## config.mk

```make
export PLATFORM = sky130hd
export DESIGN_NAME = wmft_ctrl
export DESIGN_NICKNAME = d
export VERILOG_FILES = /design/src/rtl/wmft_pkg.sv /design/src/rtl/wmft_ctrl.sv
export SDC_FILE = /design/constraint.sdc
export NUM_CORES = 1
export LEC_CHECK = 0
export ABC_CLOCK_PERIOD_IN_PS = 1490
export BUFFER_PORTS_ARGS = -buffer_cell sky130_fd_sc_hd__buf_2
export CORE_AREA = 2 2 39 41
export DETAILED_ROUTE_END_ITERATION = 7
export DIE_AREA = 0 0 41 43
export GPL_ROUTABILITY_DRIVEN = 0
export PLACE_DENSITY_LB_ADDON = 0.1
export SYNTH_ARGS = -nofsm -noshare
export SYNTH_HDL_FRONTEND = slang
export SYNTH_SLANG_ARGS = --single-unit
```

## constraint.sdc

```tcl
create_clock -name clock -period 1.49 [get_ports clock]
set_clock_uncertainty 0.2 [all_clocks]
set_input_delay 0.298 -clock clock [delete_from_list [all_inputs] [get_ports clock]]
set_output_delay 0.298 -clock clock [all_outputs]
set_load 0.02 [all_outputs]
```

## src/rtl/wmft_pkg.sv

```systemverilog
// Shared definitions for the window max frequency tracker.
// Holds default parameters, field widths, request codes and the
// controller/datapath command and status structs. No dependencies.
`timescale 1ns / 1ps

package wmft_pkg;

   // Default table sizes
   localparam int KEY_BITS_DEFAULT  = 16;
   localparam int COUNT_MAX_DEFAULT = 1024;

   // Fixed port field widths
   localparam int ITEM_VALUE_WIDTH = 16;
   localparam int MAX_COUNT_WIDTH  = 11;

   // Request codes
   localparam logic REQ_INSERT = 1'b0;
   localparam logic REQ_REMOVE = 1'b1;

   // Commands from the controller to the datapath
   typedef struct packed {
      logic accept;   // capture the incoming item, key table read under way
      logic clear;    // clearing sweep step
      logic rd_key;   // key count valid: check, write key table, read populations
      logic upd;      // populations valid: write old-count entry, update maximum
      logic wr_inc;   // write new-count entry, load result
   } cmd_type;

   // Status from the datapath to the controller
   typedef struct packed {
      logic clr_last; // last address of the clearing sweep
      logic req_err;  // item is ignored (valid during rd_key)
   } status_type;

endpackage

```

## src/rtl/wmft_ctrl.sv

```systemverilog
// Controller for the window max frequency tracker: sequences the clearing
// sweep and the per-item memory steps. Depends on wmft_pkg.
`timescale 1ns / 1ps

module wmft_ctrl (
   input  logic                clock,
   input  logic                reset,
   input  logic                start,
   input  wmft_pkg::status_type status,
   output wmft_pkg::cmd_type   cmd,
   output logic                busy,
   output logic                rsp_valid
);

   localparam logic [2:0] S_CLR  = 3'd0;
   localparam logic [2:0] S_IDLE = 3'd1;
   localparam logic [2:0] S_RDK  = 3'd2;
   localparam logic [2:0] S_UPD  = 3'd3;
   localparam logic [2:0] S_WR2  = 3'd4;

   logic [2:0] state_ff;
   logic [2:0] state_in;
   logic       rsp_valid_ff;
   logic       rsp_valid_in;

   // Next state and commands
   always_comb begin
      state_in     = state_ff;
      rsp_valid_in = 1'b0;
      cmd          = '0;
      case (state_ff)
         S_CLR: begin
            cmd.clear = 1'b1;
            if (status.clr_last) begin
               state_in = S_IDLE;
            end
         end
         S_IDLE: begin
            if (start) begin
               cmd.accept = 1'b1;
               state_in   = S_RDK;
            end
         end
         S_RDK: begin
            cmd.rd_key = 1'b1;
            if (status.req_err) begin
               rsp_valid_in = 1'b1;
               state_in     = S_IDLE;
            end else begin
               state_in = S_UPD;
            end
         end
         S_UPD: begin
            cmd.upd  = 1'b1;
            state_in = S_WR2;
         end
         S_WR2: begin
            cmd.wr_inc   = 1'b1;
            rsp_valid_in = 1'b1;
            state_in     = S_IDLE;
         end
         default: begin
            state_in = S_CLR;
         end
      endcase
   end

   // State registers
   always_ff @(posedge clock) begin
      if (reset) begin
         state_ff     <= S_CLR;
         rsp_valid_ff <= 1'b0;
      end else begin
         state_ff     <= state_in;
         rsp_valid_ff <= rsp_valid_in;
      end
   end

   assign busy      = (state_ff != S_IDLE);
   assign rsp_valid = rsp_valid_ff;

endmodule

```

==> key figures <==
Outcome
  – Status: complete, but fails checks
  – Failing checks: negative setup slack

Final layout
  – Layout cell share with drive strength beyond 1: 67.4%
  – Final instance count without filler cells: 59
  – FF+latch area: 91.3 um^2
  – Multi-input gate area: 144 um^2
  – Filler cells: 151
  – Number of diodes: 0
  – Nets: 50
  – Layout area overhead: 78.0%

Die
  – Rows: 14
  – DIE HEIGHT: 43 um
  – IO Pins: 12
  – Initial Util: 15.6%
  – Core box area: 1380 um^2
  – Die ar.: 1760 um^2
  – Die Width: 41 um

Setup path
  – Worst-case reg-to-reg path depth: 4
  – WS Path Type: register to output pin
  – Arrival @ worst endpoint: 1070 ps
  – CP Depth: 3
  – Flop2flop setup slack: 300 ps
  – Crit path max-delay cell type: dfxtp_4
  – CP endpoint kind: output pin
  – Largest fanout on the critical path: 7
  – Crit start category: register
  – RR Endpoint: rsp_valid
  – CP Cell Sequence: nor2b_2, and2_2, buf_6
  – Worst Setup EP: cmd[1]
  – Crit-path leading delay family: flip-flops
  – CP required: 990 ps
  – Slowest stage delay, CP: 350 ps
  – Critical path buffers and inverters: 1
  – FF-to-FF Start: state_ff[1]
  – Worst Setup SP: state_ff[1]

STA
  – Slack of the critical path: -73.5 ps
  – Max-slew violations: 0
  – Min Tclk post-route: 1560 ps
  – Final worst-path cycle share: 105%
  – Max_slew headroom: 87.8%
  – Endpoints failing hold: 0
  – Slew @ Worst Pin: 182 ps
  – Peak Freq: 640 MHz
  – RSZ-0062 raised after global routing: yes
  – Finish-stage setup viols: 3

Pwr
  – Cell Pwr Density: 848 nW/um^2
  – Worst vdd ir: 0.244 mV
  – P_leak: 0.173 nW

Clocking
  – Clock tree buffer depth: 2
  – Num CTS Buffers: 3
  – Clk_lat worst skew: 230 ps
  – CTS tree: built
  – CTS sink count: 4
  – H-tree Lvls: 1
  – CTS clk-pin slew, worst paths: 40 ps
  – Clk Tree Root Cell: clkbuf_4
  – Hold buffers post-CTS: 0

Placement
  – Post-place setup slack: 24.9 ps
  – # port buffers: 11
  – DP HPWL: 371 um
  – Placed Cells incl. Taps: 52

Detailed routing
  – Iteration-0 DRC Markers: 0
  – DRC violations left: 0
  – WL/cell: 10.1 um
  – Vias: 236
  – WL final: 596 um
  – Initial DRT Pass Iterations: 1
  – Routed vias/inst: 4.00
  – Post-route ant nets: 0

Yosys
  – Syn Nets: 31
  – Sequential-to-total area share from yosys stat: 37.0%
  – Yosys cell types: 15
  – Synth warnings: 0
  – Cell Area, Synth: 216 um^2
  – #FFs+latches synth: 4
  – Mapped Cells: 26
  – Synth Area per Inst: 8.33 um^2

GRT
  – First-pass GRT wire length: 924 um
  – Initial antenna violation count: 0
  – Vias in the first global route: 231
  – Grt ovf: 0
  – Largest net degree at the start of global routing: 11
  – All-Layer GR Usage: 8.12%

Job
  – Max-cap violations: 0

Hold path
  – Hold Crit Class: primary input to register
## power breakdown
group,internal (W),switching [W]
Clock,0.0000901,0.0000444
Combinational,0.0000345,0.0000383
Sequential,0.000111,0.00000901
## worst reg2reg max path, cell delays in order, from the launching register on
cell and delay, ps:
dfxtp_4 370, and2b_2 230, buf_4 120, a21oi_1 110, nor3_1 60
## state kept, by name (all words and copies together) (netlist names)
register	cells
state_ff	3
rsp_valid	1
## per-stage QoR
| step | TNS, ps | util (%) | power, W | hold slack (ps) | cell area, um^2 |
|---|---|---|---|---|---|
| after floorplan | 0 | - | 0.000160 | 162 | 216 |
| final | -172 | 27.8 | 0.000327 | 77.4 | 385 |
| after detailed placement | 0 | 20.5 | 0.000178 | 332 | 284 |
| after CTS | -274 | 24.1 | 0.000324 | 71.8 | 334 |
| after global placement | 0 | 20.5 | 0.000178 | 331 | 284 |
| after global routing | -346 | 27.8 | 0.000349 | 85.3 | 385 |
## cells in the final DEF, fill, tap and decap left out
| cell | n |
|---|---|
| dfxtp_4 | 3 |
| nor2b_4 | 2 |
| nor2_1 | 3 |
| nor3b_4 | 1 |
| buf_4 | 4 |
| nor2_2 | 1 |
| and2_2 | 1 |
| nor2b_2 | 1 |
| and2b_2 | 1 |
| a21oi_1 | 3 |
| clkbuf_4 | 3 |
| nand2_1 | 1 |
| clkbuf_2 | 1 |
| dfxtp_1 | 1 |
| inv_1 | 1 |
| a31oi_1 | 1 |
| nor3_1 | 3 |
| buf_2 | 7 |
| o21ai_0 | 1 |
| buf_6 | 3 |
| and3b_2 | 1 |
## synth_stat cells
cell type | n | area share, %
inv_1 | 1 | 1.7
nand2_1 | 1 | 1.7
nor2b_1 | 2 | 5.8
a31oi_1 | 1 | 2.9
nor2_1 | 4 | 6.9
o21ai_0 | 1 | 2.3
nor2b_4 | 1 | 6.4
and2b_2 | 1 | 4.0
nor3_1 | 3 | 6.9
and3b_2 | 1 | 4.6
a21oi_1 | 3 | 6.9
buf_4 | 1 | 3.5
nor3b_2 | 1 | 5.8
dfxtp_1 | 4 | 37
and2_2 | 1 | 3.5
## logic make-up (layout without fill, tap and decap cells)
group	Yosys count	in the layout	synth area share, %
AO/OA/AOI/OAI	5	5	12.1
buffers and inverters	2	19	5.20
AND/OR/NAND/NOR	15	15	45.7
flip-flops	4	4	37.0
## cell type report
cell class	count	area share [%]
multi-input cells	20	37.3
repair buffers	15	26.9
flip-flops and latches	4	23.7
clock buffers	3	5.84
well taps	16	5.19
inverters	1	0.974
## worst min path at each step
| stage | endpoint | cells after the start | start |
|---|---|---|---|
| after global routing | state_ff[2] | 2 | reset |
| final | state_ff[2] | 2 | reset |
| after CTS | state_ff[2] | 2 | reset |
| after detailed placement | state_ff[2] | 2 | reset |
| after floorplan | state_ff[2] | 1 | reset |
| after global placement | state_ff[2] | 2 | reset |
## layer usage
metal	global-route usage, %	share of wire [%]	wire length (um)
met5	0	0	0
met4	8.00	1.5	9
met3	1.57	7.0	42
met2	10.6	45	266
met1	10.3	46	277
## what timing repair did
action                                  CTS  global route
gates resized for setup                   9             9
pin swaps                                 0             1
buffers inserted                          1             3
endpoints found under the setup margin    6             6
(Power assumes the default switching activity.)
